<file path="src/design/cckb_pkg.sv">
`timescale 1ns / 1ps
`default_nettype none
// ----------------------------------------------------------------------------
// Blitter package
// Field widths, default screen geometry and the frame-buffer write type that
// the channel interfaces and the blitter share.
// ----------------------------------------------------------------------------
package cckb_pkg;

   // Widths of the transaction fields.
   localparam int COORD_W = 11;
   localparam int SIZE_W  = 10;
   localparam int PIXEL_W = 16;
   localparam int ADDR_W  = 19;

   // Default screen geometry.
   localparam int SCREEN_W_DEF    = 480;
   localparam int SCREEN_H_DEF    = 272;
   localparam int LINE_PITCH_DEF  = 512;
   localparam int FRAME_WORDS_DEF = 139264;

   // Command codes of the request channel.
   typedef enum logic {
      CMD_START = 1'b0,
      CMD_PIXEL = 1'b1
   } cmd_type;

   // One frame-buffer write.
   typedef struct packed {
      logic [ADDR_W-1:0]  addr;
      logic [PIXEL_W-1:0] data;
   } fb_write_type;

endpackage
`default_nettype wire

</file>
<file path="src/design/cckb_if.sv">
`timescale 1ns / 1ps
`default_nettype none
// ----------------------------------------------------------------------------
// Blitter channel interfaces
// Valid/ready channels for requests, frame-buffer writes and the key register.
// ----------------------------------------------------------------------------

// Request channel: start commands and source pixels.
interface cckb_req_if
   import cckb_pkg::*;
   ();
   logic                      valid;
   logic                      ready;
   logic                      command;
   logic signed [COORD_W-1:0] origin_x;
   logic signed [COORD_W-1:0] origin_y;
   logic [SIZE_W-1:0]         rect_width;
   logic [SIZE_W-1:0]         rect_height;
   logic                      surface;
   logic                      use_key;
   logic [PIXEL_W-1:0]        pixel;

   modport source (output valid, command, origin_x, origin_y, rect_width,
                   rect_height, surface, use_key, pixel, input ready);
   modport sink   (input valid, command, origin_x, origin_y, rect_width,
                   rect_height, surface, use_key, pixel, output ready);
endinterface

// Result channel: frame-buffer writes.
interface cckb_rsp_if
   import cckb_pkg::*;
   ();
   logic               valid;
   logic               ready;
   logic [ADDR_W-1:0]  write_address;
   logic [PIXEL_W-1:0] write_data;

   modport source (output valid, write_address, write_data, input ready);
   modport sink   (input valid, write_address, write_data, output ready);
endinterface

// Key color register write channel.
interface cckb_csr_if
   import cckb_pkg::*;
   ();
   logic               valid;
   logic               ready;
   logic [PIXEL_W-1:0] data;

   modport source (output valid, data, input ready);
   modport sink   (input valid, data, output ready);
endinterface
`default_nettype wire

</file>
<file path="src/design/clipped_color_key_blitter.sv">
`timescale 1ns / 1ps
`default_nettype none
// ----------------------------------------------------------------------------
// Clipped color-key blitter
// Places a streamed rectangle of 16-bit pixels on one of two frame buffers,
// dropping off-screen pixels and, with keying on, key-colored pixels.
//
//   Channel  Direction  Transaction
//   req_ch   in         start command (geometry) or one source pixel
//   rsp_ch   out        one frame-buffer write (address, data)
//   csr_ch   in         write of the key color register
//
// One request per clock is sustained while rsp_ch takes writes. A write is
// registered in the output register, or in the skid register when the
// output register holds one that rsp_ch has not taken. This two-entry stage
// decouples the sides: req_ch stalls only when both entries hold writes.
// Synchronous reset clears the blit state, the key color and the output.
// ----------------------------------------------------------------------------
module clipped_color_key_blitter
   import cckb_pkg::*;
#(
   parameter int SCREEN_W    = SCREEN_W_DEF,
   parameter int SCREEN_H    = SCREEN_H_DEF,
   parameter int LINE_PITCH  = LINE_PITCH_DEF,
   parameter int FRAME_WORDS = FRAME_WORDS_DEF
) (
   input  wire        clock,
   input  wire        reset,
   cckb_req_if.sink   req_ch,
   cckb_rsp_if.source rsp_ch,
   cckb_csr_if.sink   csr_ch
);

   localparam int SUM_W = COORD_W + 1;
   localparam logic signed [SUM_W-1:0] SCREEN_W_S = SUM_W'(SCREEN_W);
   localparam logic signed [SUM_W-1:0] SCREEN_H_S = SUM_W'(SCREEN_H);
   localparam logic [ADDR_W-1:0] PITCH_A = ADDR_W'(LINE_PITCH);
   localparam logic [ADDR_W-1:0] FRAME_A = ADDR_W'(FRAME_WORDS);

   // Blit state.
   logic signed [COORD_W-1:0] org_x_ff, org_x_in;
   logic signed [COORD_W-1:0] org_y_ff, org_y_in;
   logic [SIZE_W-1:0]         width_ff, width_in;
   logic [SIZE_W-1:0]         height_ff, height_in;
   logic                      surface_ff, surface_in;
   logic                      keyed_ff, keyed_in;
   logic [SIZE_W-1:0]         column_ff, column_in;
   logic [SIZE_W-1:0]         row_ff, row_in;
   logic                      busy_ff, busy_in;
   logic [PIXEL_W-1:0]        key_ff, key_in;

   // Output stage.
   logic         main_valid_ff, main_valid_in;
   fb_write_type main_ff, main_in;
   logic         skid_valid_ff, skid_valid_in;
   fb_write_type skid_ff, skid_in;

   logic                    accept;
   logic                    pop;
   logic                    push;
   logic signed [SUM_W-1:0] x_pos;
   logic signed [SUM_W-1:0] y_pos;
   logic                    on_screen;
   logic                    opaque;
   logic [SIZE_W:0]         column_next;
   logic [SIZE_W:0]         row_next;
   fb_write_type            wr;

   assign req_ch.ready = !skid_valid_ff;
   assign csr_ch.ready = 1'b1;
   assign accept       = req_ch.valid && req_ch.ready;
   assign pop          = main_valid_ff && rsp_ch.ready;

   // Destination position and the clip and key tests.
   assign x_pos     = SUM_W'(org_x_ff) + $signed({2'b00, column_ff});
   assign y_pos     = SUM_W'(org_y_ff) + $signed({2'b00, row_ff});
   assign on_screen = (x_pos >= 0) && (x_pos < SCREEN_W_S)
                   && (y_pos >= 0) && (y_pos < SCREEN_H_S);
   assign opaque    = !keyed_ff || (req_ch.pixel != key_ff);
   assign push      = accept && (req_ch.command == CMD_PIXEL) && busy_ff
                   && on_screen && opaque;

   // Word address, wrapped to the address width.
   assign wr.addr = (surface_ff ? FRAME_A : '0)
                  + ADDR_W'({{(ADDR_W-SIZE_W){1'b0}}, y_pos[SIZE_W-1:0]} * PITCH_A)
                  + {{(ADDR_W-SIZE_W){1'b0}}, x_pos[SIZE_W-1:0]};
   assign wr.data = req_ch.pixel;

   assign column_next = {1'b0, column_ff} + 1'b1;
   assign row_next    = {1'b0, row_ff} + 1'b1;

   // Next blit state: a start reloads the geometry, a pixel steps the raster.
   always_comb begin
      org_x_in   = org_x_ff;
      org_y_in   = org_y_ff;
      width_in   = width_ff;
      height_in  = height_ff;
      surface_in = surface_ff;
      keyed_in   = keyed_ff;
      column_in  = column_ff;
      row_in     = row_ff;
      busy_in    = busy_ff;
      key_in     = csr_ch.valid ? csr_ch.data : key_ff;
      if (accept) begin
         case (req_ch.command)
            CMD_START: begin
               org_x_in   = req_ch.origin_x;
               org_y_in   = req_ch.origin_y;
               width_in   = req_ch.rect_width;
               height_in  = req_ch.rect_height;
               surface_in = req_ch.surface;
               keyed_in   = req_ch.use_key;
               column_in  = '0;
               row_in     = '0;
               busy_in    = (req_ch.rect_width != '0) && (req_ch.rect_height != '0);
            end
            CMD_PIXEL: begin
               if (busy_ff) begin
                  if (column_next >= {1'b0, width_ff}) begin
                     column_in = '0;
                     if (row_next >= {1'b0, height_ff}) begin
                        row_in  = '0;
                        busy_in = 1'b0;
                     end else begin
                        row_in = row_next[SIZE_W-1:0];
                     end
                  end else begin
                     column_in = column_next[SIZE_W-1:0];
                  end
               end
            end
            default: begin
               busy_in = busy_ff;
            end
         endcase
      end
   end

   // Output register with skid entry behind it.
   always_comb begin
      main_valid_in = main_valid_ff;
      main_in       = main_ff;
      skid_valid_in = skid_valid_ff;
      skid_in       = skid_ff;
      if (skid_valid_ff) begin
         if (pop) begin
            main_in       = skid_ff;
            skid_valid_in = 1'b0;
         end
      end else if (push && main_valid_ff && !pop) begin
         skid_in       = wr;
         skid_valid_in = 1'b1;
      end else if (push) begin
         main_in       = wr;
         main_valid_in = 1'b1;
      end else if (pop) begin
         main_valid_in = 1'b0;
      end
   end

   // Control and configuration registers.
   always_ff @(posedge clock) begin
      if (reset) begin
         org_x_ff      <= '0;
         org_y_ff      <= '0;
         width_ff      <= '0;
         height_ff     <= '0;
         surface_ff    <= 1'b0;
         keyed_ff      <= 1'b0;
         column_ff     <= '0;
         row_ff        <= '0;
         busy_ff       <= 1'b0;
         key_ff        <= '0;
         main_valid_ff <= 1'b0;
         skid_valid_ff <= 1'b0;
      end else begin
         org_x_ff      <= org_x_in;
         org_y_ff      <= org_y_in;
         width_ff      <= width_in;
         height_ff     <= height_in;
         surface_ff    <= surface_in;
         keyed_ff      <= keyed_in;
         column_ff     <= column_in;
         row_ff        <= row_in;
         busy_ff       <= busy_in;
         key_ff        <= key_in;
         main_valid_ff <= main_valid_in;
         skid_valid_ff <= skid_valid_in;
      end
   end

   // Write payload registers.
   always_ff @(posedge clock) begin
      main_ff <= main_in;
      skid_ff <= skid_in;
   end

   assign rsp_ch.valid         = main_valid_ff;
   assign rsp_ch.write_address = main_ff.addr;
   assign rsp_ch.write_data    = main_ff.data;

endmodule
`default_nettype wire

</file>
<file path="src/flat_wrapper.sv">
// flat-port wrapper written by rule: the top's interface ports become plain ports
module clipped_color_key_blitter_flat import cckb_pkg::*;
#(
   parameter int SCREEN_W    = SCREEN_W_DEF,
   parameter int SCREEN_H    = SCREEN_H_DEF,
   parameter int LINE_PITCH  = LINE_PITCH_DEF,
   parameter int FRAME_WORDS = FRAME_WORDS_DEF
)
  (clock, reset, req_ch_valid, req_ch_command, req_ch_origin_x, req_ch_origin_y, req_ch_rect_width, req_ch_rect_height, req_ch_surface, req_ch_use_key, req_ch_pixel, req_ch_ready, rsp_ch_valid, rsp_ch_write_address, rsp_ch_write_data, rsp_ch_ready, csr_ch_valid, csr_ch_data, csr_ch_ready);
  cckb_req_if req_ch_i ();
  cckb_rsp_if rsp_ch_i ();
  cckb_csr_if csr_ch_i ();
  input  wire clock;
  input  wire reset;
  input wire logic [$bits(req_ch_i.valid)-1:0] req_ch_valid;
  input wire logic [$bits(req_ch_i.command)-1:0] req_ch_command;
  input wire logic [$bits(req_ch_i.origin_x)-1:0] req_ch_origin_x;
  input wire logic [$bits(req_ch_i.origin_y)-1:0] req_ch_origin_y;
  input wire logic [$bits(req_ch_i.rect_width)-1:0] req_ch_rect_width;
  input wire logic [$bits(req_ch_i.rect_height)-1:0] req_ch_rect_height;
  input wire logic [$bits(req_ch_i.surface)-1:0] req_ch_surface;
  input wire logic [$bits(req_ch_i.use_key)-1:0] req_ch_use_key;
  input wire logic [$bits(req_ch_i.pixel)-1:0] req_ch_pixel;
  output wire logic [$bits(req_ch_i.ready)-1:0] req_ch_ready;
  output wire logic [$bits(rsp_ch_i.valid)-1:0] rsp_ch_valid;
  output wire logic [$bits(rsp_ch_i.write_address)-1:0] rsp_ch_write_address;
  output wire logic [$bits(rsp_ch_i.write_data)-1:0] rsp_ch_write_data;
  input wire logic [$bits(rsp_ch_i.ready)-1:0] rsp_ch_ready;
  input wire logic [$bits(csr_ch_i.valid)-1:0] csr_ch_valid;
  input wire logic [$bits(csr_ch_i.data)-1:0] csr_ch_data;
  output wire logic [$bits(csr_ch_i.ready)-1:0] csr_ch_ready;
  assign req_ch_i.valid = req_ch_valid;
  assign req_ch_i.command = req_ch_command;
  assign req_ch_i.origin_x = req_ch_origin_x;
  assign req_ch_i.origin_y = req_ch_origin_y;
  assign req_ch_i.rect_width = req_ch_rect_width;
  assign req_ch_i.rect_height = req_ch_rect_height;
  assign req_ch_i.surface = req_ch_surface;
  assign req_ch_i.use_key = req_ch_use_key;
  assign req_ch_i.pixel = req_ch_pixel;
  assign req_ch_ready = req_ch_i.ready;
  assign rsp_ch_valid = rsp_ch_i.valid;
  assign rsp_ch_write_address = rsp_ch_i.write_address;
  assign rsp_ch_write_data = rsp_ch_i.write_data;
  assign rsp_ch_i.ready = rsp_ch_ready;
  assign csr_ch_i.valid = csr_ch_valid;
  assign csr_ch_i.data = csr_ch_data;
  assign csr_ch_ready = csr_ch_i.ready;
  clipped_color_key_blitter #(.SCREEN_W(SCREEN_W), .SCREEN_H(SCREEN_H), .LINE_PITCH(LINE_PITCH), .FRAME_WORDS(FRAME_WORDS)) u_core (.clock(clock), .reset(reset), .req_ch(req_ch_i), .rsp_ch(rsp_ch_i), .csr_ch(csr_ch_i));
endmodule
</file>
<file path="config.mk">
export PLATFORM = sky130hd
export DESIGN_NAME = clipped_color_key_blitter_flat
export DESIGN_NICKNAME = d
export VERILOG_FILES = /design/src/design/cckb_pkg.sv /design/src/design/cckb_if.sv /design/src/design/clipped_color_key_blitter.sv /design/src/flat_wrapper.sv
export SDC_FILE = /design/constraint.sdc
export NUM_CORES = 1
export LEC_CHECK = 0
export ABC_AREA = 1
export BUFFER_PORTS_ARGS = -buffer_cell sky130_fd_sc_hd__clkbuf_2
export CORE_MARGIN = 4
export CORE_UTILIZATION = 41
export CTS_CLUSTER_DIAMETER = 30
export CTS_CLUSTER_SIZE = 8
export DETAILED_ROUTE_END_ITERATION = 8
export PLACE_DENSITY = 0.67
export SLEW_MARGIN = 20
export SYNTH_ARGS = -nofsm -noshare
export SYNTH_HDL_FRONTEND = slang
export SYNTH_SLANG_ARGS = --single-unit
</file>
<file path="constraint.sdc">
create_clock -name clock -period 6.33 [get_ports clock]
set_input_delay 0.633 -clock clock [delete_from_list [all_inputs] [get_ports clock]]
set_output_delay 0.633 -clock clock [all_outputs]
set_load 0.02 [all_outputs]
</file>
# Word level (Yosys, flattened, before mapping)
# Cells that the tools add are included.
[word_totals]
register_bits = 153
in_bits = 82
out_inout_bits = 38
wordCells = 83
[op_classes]
n_addsub = 6
n_lt_le_gt_ge = 6
n_eq_ne = 5
muxes = 21
bitwise_logic = 3
reduce_logical = 26
[ops]
columns = ["cell", "n"]
rows = [
  ["35-bit 2-to-1 mux", 4],
  ["10-bit 2-to-1 mux", 5],
  ["10-bit one-hot mux with 2 select lines", 2],
  ["11-bit by 11-bit adder with 12-bit output", 2],
  ["12-bit by 1-bit greater-or-equal comparator with 1-bit output, second input constant", 2],
  ["12-bit by 10-bit less-than comparator with 1-bit output, second input constant", 2],
  ["10-bit by 1-bit adder with 11-bit output, second input constant", 2],
  ["11-bit by 10-bit greater-or-equal comparator with 1-bit output", 2],
  ["10-bit nonzero test", 2],
  ["19-bit by 10-bit adder with 19-bit output", 1],
  ["19-bit adder", 1],
  ["18-bit 2-to-1 mux", 1],
  ["16-bit inequality test", 1],
  ["1-bit logical AND", 12],
  ["3-bit AND reduction", 3],
  ["1-bit 2-to-1 mux", 8],
  ["2-bit by 1-bit inequality test with 1-bit output, second input constant", 3],
  ["2-bit AND reduction", 3],
  ["2-bit nonzero test", 2],
  ["1-bit zero test", 3],
  ["1-bit inverter", 3],
  ["2-bit inequality test, second input constant", 1],
  ["1-bit one-hot mux with 2 select lines", 1],
  ["1-bit logical OR", 1],
]

# Longest topological paths before layout
# Gate-level depths: netlist of the first run.
[logic_depth]
ltp_word = 11
mapped_depth = 19
ltp_nobuf = 19

# Worst setup path before layout of the first run
# OpenSTA, ideal clock, no wires.
[synth_path]
kind = "register to register"
from = "register u_core.row_ff[0]"
to = "register u_core.main_ff (netlist bit u_core.rsp_ch.write_address[0]), enable pin"
setup_ps = 427
t_arrival_ps = 3366
required_ps = 5903
setup_slack_ps = 2536
path_stages_with_launch = 16
path_buffers = 0
period_less_slack_ps = 3794
path_cell_list = "dfxtp_1 -> ha_1 -> fa_1 -> nand2_1 -> nand3_1 -> nand3_1 -> nand3_1 -> nand2_1 -> nand2_1 -> nor2_1 -> nor2_1 -> nor2_2 -> inv_1 -> nor2_2 -> nor2_1 -> nor2_1"
[synth_via]
elab_chain_len = 10
word_cells_on_any_way = 12
cone_classes = "1 x add/sub; 2 x order compare; 1 x eq/ne; 8 x reduce/logical"
[synth_lines]
columns = ["element", "line_no", "text"]
rows = [
  ["start: declaration", "clipped_color_key_blitter.sv:48", "logic [SIZE_W-1:0] row_ff, row_in;"],
  ["start signal: assignment", "clipped_color_key_blitter.sv:184", "row_ff <= row_in;"],
  ["11-bit by 11-bit adder with 12-bit output (*)", "clipped_color_key_blitter.sv:76", "assign y_pos = SUM_W'(org_y_ff) + $signed({2'b00, row_ff});"],
  ["12-bit by 1-bit greater-or-equal comparator with 1-bit output", "clipped_color_key_blitter.sv:78", "&& (y_pos >= 0) && (y_pos < SCREEN_H_S);"],
  ["1-bit logical AND", "clipped_color_key_blitter.sv:78", ""],
  ["1-bit logical AND (*)", "clipped_color_key_blitter.sv:78", ""],
  ["1-bit logical AND (*) (2 in series)", "clipped_color_key_blitter.sv:81", "&& on_screen && opaque;"],
  ["1-bit logical AND (2 in series)", "clipped_color_key_blitter.sv:150", "end else if (push && main_valid_ff && !pop) begin"],
  ["2-bit by 1-bit inequality test with 1-bit output (no line)", "n/a", ""],
  ["3-bit AND reduction (no line) (*)", "n/a", ""],
  ["end signal: assignment", "clipped_color_key_blitter.sv:194", "main_ff <= main_in;"],
  ["end: declaration", "clipped_color_key_blitter.sv:54", "fb_write_type main_ff, main_in;"],
]
# Every way passes the cells marked *; elsewhere a longest branch is shown, timed or not.
# A chain may end at the register's enable or synchronous reset.

# Final worst setup path of the first run
[layout_path]
from = "register u_core.row_ff[0]"
to = "register u_core.main_ff (netlist bit u_core.rsp_ch.write_data[10]), enable pin"
# Same word-level chain as after synthesis.

==> results.sh, run 1 <==
export IMPL_setup_viol=0
export IMPL_synth_async_reset_ratio_pct=0
export IMPL_cts_hold_fix_buffers=0
export IMPL_drive_gt1_share_pct=17.1
export IMPL_pwr_density_cell_mw_per_mm2=236
export IMPL_synth_top_family_by_area="simple AND/OR/NAND/NOR gates"
export IMPL_synth_simple_gate_area_share_pct=26.1
export IMPL_cts_num_sinks=153
export IMPL_final_hold_violation_count=0
export IMPL_avgSynthCellArea_um2=8.03
export IMPL_worst_path_max_fanout=35
export IMPL_syn_area_mm2=0.00820
export IMPL_place_gp_congestion=0.887
export IMPL_slew_violations=0
export IMPL_diodes=0
export IMPL_post_place_cells=1376
export IMPL_gr_usage_all_layers_pct=17.2
export IMPL_initial_utilization_pct=41.9
export IMPL_power_static_leakage_nw=4.38
export IMPL_crit_path_cell_trace="ha_1 > fa_1 > nand2_1 > nand3_1 > nand3_1 > nand3_1 > nand2_1 > nand2_1 > nor2_1 > nor2_1 > nor2_2 > inv_1 > nor2_2 > nor2_1 > nor2_4"
export IMPL_finalWirelength_um=18700
export IMPL_detail_route_vias_per_cell=4.83
export IMPL_route_detailed_drc=0
export IMPL_drt_pre_antenna_iters=6
export IMPL_drt_initial_drc_count=498
export IMPL_die_width_um=149
export IMPL_synthMuxAreaShare_pct=0
export IMPL_regToRegEndpoint="u_core.rsp_ch.write_data[10]"
export IMPL_fin_nets=1260
export IMPL_numCtsBuffers=17
export IMPL_synth_net_count=1152
export IMPL_hold_path_startpoint="req_ch_pixel[9]"
export IMPL_cts_max_path_buffers=2
export IMPL_worstSetupEndpointType="flop"
export IMPL_floorplan_die_area_mm2=0.0223
export IMPL_area_delta_synth_final_pct=16.9
export IMPL_vdd_ir_drop_max_v=0.000185
export IMPL_crit_required_ns=6.37
export IMPL_die_height_um=149
export IMPL_timing_critical_path_slowest_cell_delay_ns=0.80
export IMPL_max_slew_margin_rel_pct=32.8
export IMPL_worst_skew_pair_late_latency_ns=0.43
export IMPL_synth_edff_count=70
export IMPL_post_route_min_period_ns=3.35
export IMPL_achievable_frequency_mhz=299
export IMPL_num_vias=6805
export IMPL_synth_compound_gate_area_share_pct=9.69
export IMPL_grt_start_max_net_pins=56
export IMPL_drtAntennaViolNets=0
export IMPL_non_filler_cells_final=1408
export IMPL_critical_path_reg2reg_startpoint="u_core.row_ff[0]"
export IMPL_min_path_type="input port to flop"
export IMPL_tritoncts="yes"
export IMPL_post_synth_inst_count=1022
export IMPL_cap_violations=0
export IMPL_setup_worst_path_start_class="flop"
export IMPL_worst_r2r_cell_count=15
export IMPL_setup_slack_reg_to_reg_ns=2.98
export IMPL_first_global_vias=6221
export IMPL_detailedPlacementHpwl_um=14000
export IMPL_sequential_cell_area_fraction_in_the_yosys_report_pct=45.9
export IMPL_timing_worst_slew_pin_value_ns=1.01
export IMPL_postSynthRegisterBits=153
export IMPL_timing_setup_critical_path_class="flop to flop"
export IMPL_rsz0062_at_grt="no"
export IMPL_synth_lib_cells_used_distinct=47
export IMPL_synth_yosys_warnings=0
export IMPL_setup_tns_final_ns=0
export IMPL_min_to="u_core.skid_ff[9]"
export IMPL_global_route_overflow_total=0
export IMPL_route_detailed_wl_per_inst_um=13.3
export IMPL_worstHoldPathCells=1
export IMPL_antenna_violations_before_repair=0
export IMPL_synthFlopType="sky130_fd_sc_hd__dfxtp_1"
export IMPL_cts_reportedPaths_clkPinSlew_ns=0.06
export IMPL_cpMaxStageDelayCell="sky130_fd_sc_hd__nor2_4"
export IMPL_rows=51
export IMPL_cts_repair_resized=0
export IMPL_post_cts_buffers=0
export IMPL_run_status="finished clean"
export IMPL_timing_critical_path_buf_inv=1
export IMPL_clk_root_buffer_cell="sky130_fd_sc_hd__clkbuf_16"
export IMPL_core_area_mm2=0.0196
export IMPL_critPathArrivalTime_ns=3.39
export IMPL_io_buffers=118
export IMPL_worst_path_dominant_cell_family="simple AND/OR/NAND/NOR gates"
export IMPL_fin_skew_ns=0.00925
export IMPL_post_synth_xor_area_fraction_pct=3.69
export IMPL_design_portCount=120
export IMPL_grt_pass1_wl_um=30600
export IMPL_finalCritPeriodShare_pct=52.9
export IMPL_post_synth_fa_ha_maj_area_fraction_pct=7.50
export IMPL_htree_levels=4
-- worst max-delay path by stage --
stage | start | endpoint | slack (ns) | cells after the start
6_report | u_core.row_ff[0] | u_core.rsp_ch.write_data[10] | 2.98 | 15
4_1_cts | u_core.row_ff[0] | u_core.rsp_ch.write_data[12] | 2.95 | 15
3_3_place_gp | u_core.row_ff[0] | u_core.rsp_ch.write_data[12] | 3.07 | 15
5_1_grt | u_core.row_ff[0] | u_core.rsp_ch.write_data[13] | 2.65 | 15
2_1_floorplan | u_core.row_ff[0] | u_core.rsp_ch.write_address[0] | 2.54 | 15
3_5_place_dp | u_core.row_ff[0] | u_core.rsp_ch.write_data[12] | 2.98 | 15
-- kinds of logic (layout without fill, tap and decap cells) --
logic type / count (synthesis) / count (layout)
AO/OA/AOI/OAI: 151 / 151
XOR/XNOR: 32 / 32
adder cells (fa/ha/maj): 48 / 48
buffers and inverters: 150 / 271
flip-flops: 153 / 153
other: 1 / 1
AND/OR/NAND/NOR: 487 / 487
-- layout by cell type, fill, tap and decap left out, drive strengths merged --
master / count
nand3b: 6
conb: 1
clkinv: 12
a21o: 1
bufinv: 1
o21bai: 3
clkbuf: 136
a21oi: 79
edfxtp: 70
nand4: 12
nand2: 281
dfxtp: 83
a31oi: 4
a211oi: 1
o211ai: 3
a21boi: 1
and3: 1
buf: 4
nor3: 17
nor2: 80
fa: 2
o21ai: 59
ha: 46
or2: 3
nand3: 79
xor2: 23
inv: 115
and2: 3
clkinvlp: 3
xnor2: 9
nor4: 4
nor3b: 1
-- layout make-up --
cell class                      instances  area [um^2]
Inverter                              117          439
Clock inverter                         14          125
Multi-Input combinational cell        719         3870
Tap cell                              265          332
Fill cell                            1916        10000
Timing Repair Buffer                  122          621
Clock buffer                           18          439
Sequential cell                       153         3760
-- sequential cells by signal, indices dropped and copies added (netlist names) --
signal                       flops
u_core.skid_ff                  35
u_core.rsp_ch.write_data        16
u_core.width_ff                 10
u_core.height_ff                10
u_core.busy_ff                   1
u_core.org_x_ff                 11
u_core.rsp_ch.valid              1
u_core.surface_ff                1
u_core.keyed_ff                  1
u_core.rsp_ch.write_address     19
u_core.row_ff                   10
u_core.column_ff                10
u_core.skid_valid_ff             1
u_core.key_ff                   16
u_core.org_y_ff                 11
-- metal layers --
metal	vias to the layer above	share of wire [%]	wire, um	global-route usage (%)
met5	-	0	0	0
met1	3066	49	9150	24.5
met2	141	45	8420	26.9
met4	0	1.4	259	4.76
li1	3578	-	-	-
met3	20	4.9	919	3.15
-- stage by stage --
stage / instance area [um^2] / hold WS, ns / power (mW) / worst slack, ns / utilization (%)
after floorplan: 8200 / 0.430 / 1.25 / 2.54 / -
after global placement: 9020 / 0.449 / 1.32 / 3.07 / 46.0
after detailed placement: 9020 / 0.455 / 1.33 / 2.98 / 46.0
after CTS: 9590 / 0.378 / 2.29 / 2.95 / 48.9
after global routing: 9590 / 0.392 / 2.36 / 2.65 / 48.9
final: 9590 / 0.390 / 2.27 / 2.98 / 48.9
-- cells in the mapped netlist, types with 3 or more instances --
library cell               count  area, um^2
sky130_fd_sc_hd__a21oi_1      77         385
sky130_fd_sc_hd__a31oi_1       4        25.0
sky130_fd_sc_hd__buf_2         7        35.0
sky130_fd_sc_hd__clkbuf_1     22        82.6
sky130_fd_sc_hd__clkinv_1      3        11.3
sky130_fd_sc_hd__dfxtp_1      83        1660
sky130_fd_sc_hd__edfxtp_1     70        2100
sky130_fd_sc_hd__ha_1         46         576
sky130_fd_sc_hd__inv_1       108         405
sky130_fd_sc_hd__inv_2         6        22.5
sky130_fd_sc_hd__nand2_1     279        1050
sky130_fd_sc_hd__nand3_1      74         370
sky130_fd_sc_hd__nand3_2       5        50.1
sky130_fd_sc_hd__nand3b_1      6        45.0
sky130_fd_sc_hd__nand4_1      12        75.1
sky130_fd_sc_hd__nor2_1       73         274
sky130_fd_sc_hd__nor2_2        6        37.5
sky130_fd_sc_hd__nor3_1        9        45.0
sky130_fd_sc_hd__nor3_2        8        80.1
sky130_fd_sc_hd__nor4_1        4        25.0
sky130_fd_sc_hd__o211ai_1      3        22.5
sky130_fd_sc_hd__o21ai_0      56         280
sky130_fd_sc_hd__o21bai_1      3        22.5
sky130_fd_sc_hd__xnor2_1       7        61.3
sky130_fd_sc_hd__xor2_1       22         193
-- power by group --
part	internal, mW	switching (mW)	total, mW	leakage [nW]
registers	1.06	0.0163	1.08	1.30
clock network	0.551	0.410	0.961	0.272
logic	0.0831	0.142	0.225	2.80
total	1.70	0.568	2.27	4.38
(Power assumes the default switching activity.)
==> run 2: changes to the inputs <==
--- a/config.mk
+++ b/config.mk
@@ -12,7 +12,7 @@
 export CTS_CLUSTER_DIAMETER = 30
 export CTS_CLUSTER_SIZE = 8
 export DETAILED_ROUTE_END_ITERATION = 8
-export PLACE_DENSITY = 0.67
+export PLACE_DENSITY = 0.69
 export SLEW_MARGIN = 20
 export SYNTH_ARGS = -nofsm -noshare
 export SYNTH_HDL_FRONTEND = slang
==> constraint.sdc (replaced) <==
create_clock -name clock -period 2.9 [get_ports clock]
set_input_delay 0.29 -clock clock [delete_from_list [all_inputs] [get_ports clock]]
set_output_delay 0.29 -clock clock [all_outputs]
set_load 0.02 [all_outputs]
==> run 2 against run 1 <==
  * Clock-buffer cell count shrank 1
  * Worst hold slack lost 0.34 ns
  * Sequential power grew 120%
  * Sequential share of layout area shrank 1.2 points
  * Global-route usage grew 0.16 points
  * Routed wire length grew 2.3%
  * Combinational power grew 130%
  * Critical path type unchanged
  * Largest cell class unchanged
  * Largest power group unchanged
==> results.sh, run 2 (synthesis results as in run 1) <==
export IMPL_diodes=0
export IMPL_design_portCount=120
export IMPL_detailedPlacementHpwl_um=14500
export IMPL_floorplan_die_area_mm2=0.0223
export IMPL_max_slew_margin_rel_pct=54.3
export IMPL_fin_nets=1276
export IMPL_die_width_um=149
export IMPL_pwr_density_cell_mw_per_mm2=518
export IMPL_min_path_type="input port to flop"
export IMPL_register_with_the_highest_flop_count="u_core.skid_ff"
export IMPL_numCtsBuffers=17
export IMPL_power_static_leakage_nw=4.50
export IMPL_finalWirelength_um=19200
export IMPL_area_delta_synth_final_pct=20.9
export IMPL_route_detailed_wl_per_inst_um=13.5
export IMPL_vdd_ir_drop_max_v=0.000408
export IMPL_io_buffers=118
export IMPL_dpl_worst_slack_ns=0.145
export IMPL_timing_worst_slew_pin_value_ns=0.684
export IMPL_num_vias=6883
export IMPL_slew_violations=0
export IMPL_setup_tns_final_ns=0
export IMPL_critPathArrivalTime_ns=3.05
export IMPL_initial_utilization_pct=41.9
export IMPL_crit_required_ns=3.26
export IMPL_worst_skew_pair_late_latency_ns=0.43
export IMPL_gr_usage_all_layers_pct=17.3
export IMPL_comb_power_share_pct=10.0
export IMPL_cts_max_path_buffers=2
export IMPL_largest_register_ffs=35
export IMPL_power_switching_fraction_pct=25.6
export IMPL_achievable_frequency_mhz=371
export IMPL_grt_start_max_net_pins=49
export IMPL_cap_violations=0
export IMPL_cts_reportedPaths_clkPinSlew_ns=0.07
export IMPL_post_route_min_period_ns=2.70
export IMPL_post_place_cells=1387
export IMPL_die_height_um=149
export IMPL_finalCritPeriodShare_pct=93.0
export IMPL_mostFrequentLayoutCells="276 x sky130_fd_sc_hd__nand2_1, 118 x sky130_fd_sc_hd__clkbuf_2, 107 x sky130_fd_sc_hd__inv_1"
export IMPL_clk_root_buffer_cell="sky130_fd_sc_hd__clkbuf_16"
export IMPL_cts_hold_fix_buffers=0
export IMPL_timing_setup_critical_path_class="flop to flop"
export IMPL_core_area_mm2=0.0196
export IMPL_tritoncts="yes"
export IMPL_layout_commonest_cell="sky130_fd_sc_hd__nand2_1"
export IMPL_route_detailed_drc=0
export IMPL_internal_power_mw=3.82
export IMPL_global_route_overflow_total=0
export IMPL_place_gp_congestion=0.867
export IMPL_worstSetupEndpointType="flop"
export IMPL_drtAntennaViolNets=0
export IMPL_cts_num_sinks=153
export IMPL_htree_levels=4
export IMPL_switching_power_total_mw=1.31
export IMPL_part_of_the_power_in_registers_pct=46.0
export IMPL_drt_initial_drc_count=375
export IMPL_drive_gt1_share_pct=19.8
export IMPL_final_hold_violation_count=0
export IMPL_detail_route_vias_per_cell=4.83
export IMPL_rows=51
export IMPL_clock_power_share_pct=44.0
export IMPL_setup_worst_path_start_class="flop"
export IMPL_drt_pre_antenna_iters=5
export IMPL_setup_viol=0
export IMPL_run_status="finished clean"
export IMPL_non_filler_cells_final=1424
export IMPL_antenna_violations_before_repair=0
export IMPL_grt_pass1_wl_um=30800
export IMPL_fin_skew_ns=0.0135
export IMPL_first_global_vias=6295
export IMPL_worst_path_max_fanout=11
export IMPL_post_route_worst_setup_slack_ns=0.203
==> run 2: cell types whose count changed in the layout (fill, tap and decap cells not counted), sizes merged <==
cell    before  now
buf          4   18
bufinv       1    2
clkbuf     136  137
clkinv      12    6
inv        115  121
==> run 2: power by group through the flow <==
stage | Combinational [mW] | Sequential [mW] | Clock, mW
3_3_place_gp | 0.491 | 2.40 | 0
6_report | 0.515 | 2.36 | 2.26
4_1_cts | 0.502 | 2.36 | 2.31
2_1_floorplan | 0.328 | 2.40 | 0
5_1_grt | 0.588 | 2.37 | 2.40
3_5_place_dp | 0.499 | 2.41 | 0
==> run 2: worst paths after layout <==
| path | cells past startpoint | from | slack, ns | end |
|---|---|---|---|---|
| setup reg to reg | 15 | u_core.row_ff[1] | 0.20 | u_core.busy_ff |
| hold reg to reg | 2 | u_core.width_ff[4] | 0.46 | u_core.width_ff[4] |
| setup / recovery | 15 | u_core.row_ff[1] | 0.20 | u_core.busy_ff |
| hold / removal | 1 | req_ch_pixel[7] | 0.05 | u_core.skid_ff[7] |
==> run 2: repair_timing <==
action / CTS / global route
setup buffers: 0 / 1
setup endpoints to repair: 0 / 77
gates resized for setup: 0 / 21
==> run 2: layout make-up <==
type	instances	area, um^2
Fill cell	1894	9670
Multi-Input combinational cell	719	3930
Sequential cell	153	3780
Timing Repair Buffer	138	833
Inverter	117	443
Clock buffer	17	425
Tap cell	265	332
Clock inverter	15	179
==> run 2: critical path, stage by stage, from the launching register on <==
cell                       delay (ns)
sky130_fd_sc_hd__dfxtp_1         0.45
sky130_fd_sc_hd__ha_1            0.24
sky130_fd_sc_hd__nand3_2         0.12
sky130_fd_sc_hd__nand3b_1        0.20
sky130_fd_sc_hd__xor2_1          0.22
sky130_fd_sc_hd__inv_1           0.07
sky130_fd_sc_hd__ha_1            0.30
sky130_fd_sc_hd__nand2_1         0.10
sky130_fd_sc_hd__nor2_1          0.05
sky130_fd_sc_hd__a211oi_1        0.19
sky130_fd_sc_hd__nor2_1          0.09
sky130_fd_sc_hd__nor2_2          0.13
sky130_fd_sc_hd__nand3_4         0.18
sky130_fd_sc_hd__nand2_1         0.10
sky130_fd_sc_hd__nand2_1         0.05
sky130_fd_sc_hd__a21oi_1         0.13
==> run 2: per-stage QoR <==
stage | hold WS, ns | power (mW) | utilization [%] | instance area [um^2]
2_1_floorplan | 0.389 | 2.73 | - | 8210
3_3_place_gp | 0.442 | 2.89 | 46.7 | 9150
3_5_place_dp | 0.458 | 2.91 | 46.7 | 9150
4_1_cts | 0.0288 | 5.17 | 49.8 | 9750
5_1_grt | 0.0393 | 5.35 | 50.6 | 9920
6_report | 0.0487 | 5.14 | 50.6 | 9920
==> run 2: routing by layer <==
metal / global-route usage (%) / vias up / part of all wire (%)
li1: - / 3616 / -
met1: 23.6 / 3088 / 48
met2: 27.8 / 154 / 46
met3: 3.45 / 25 / 4.2
met4: 5.77 / 0 / 2.0
met5: 0 / - / 0
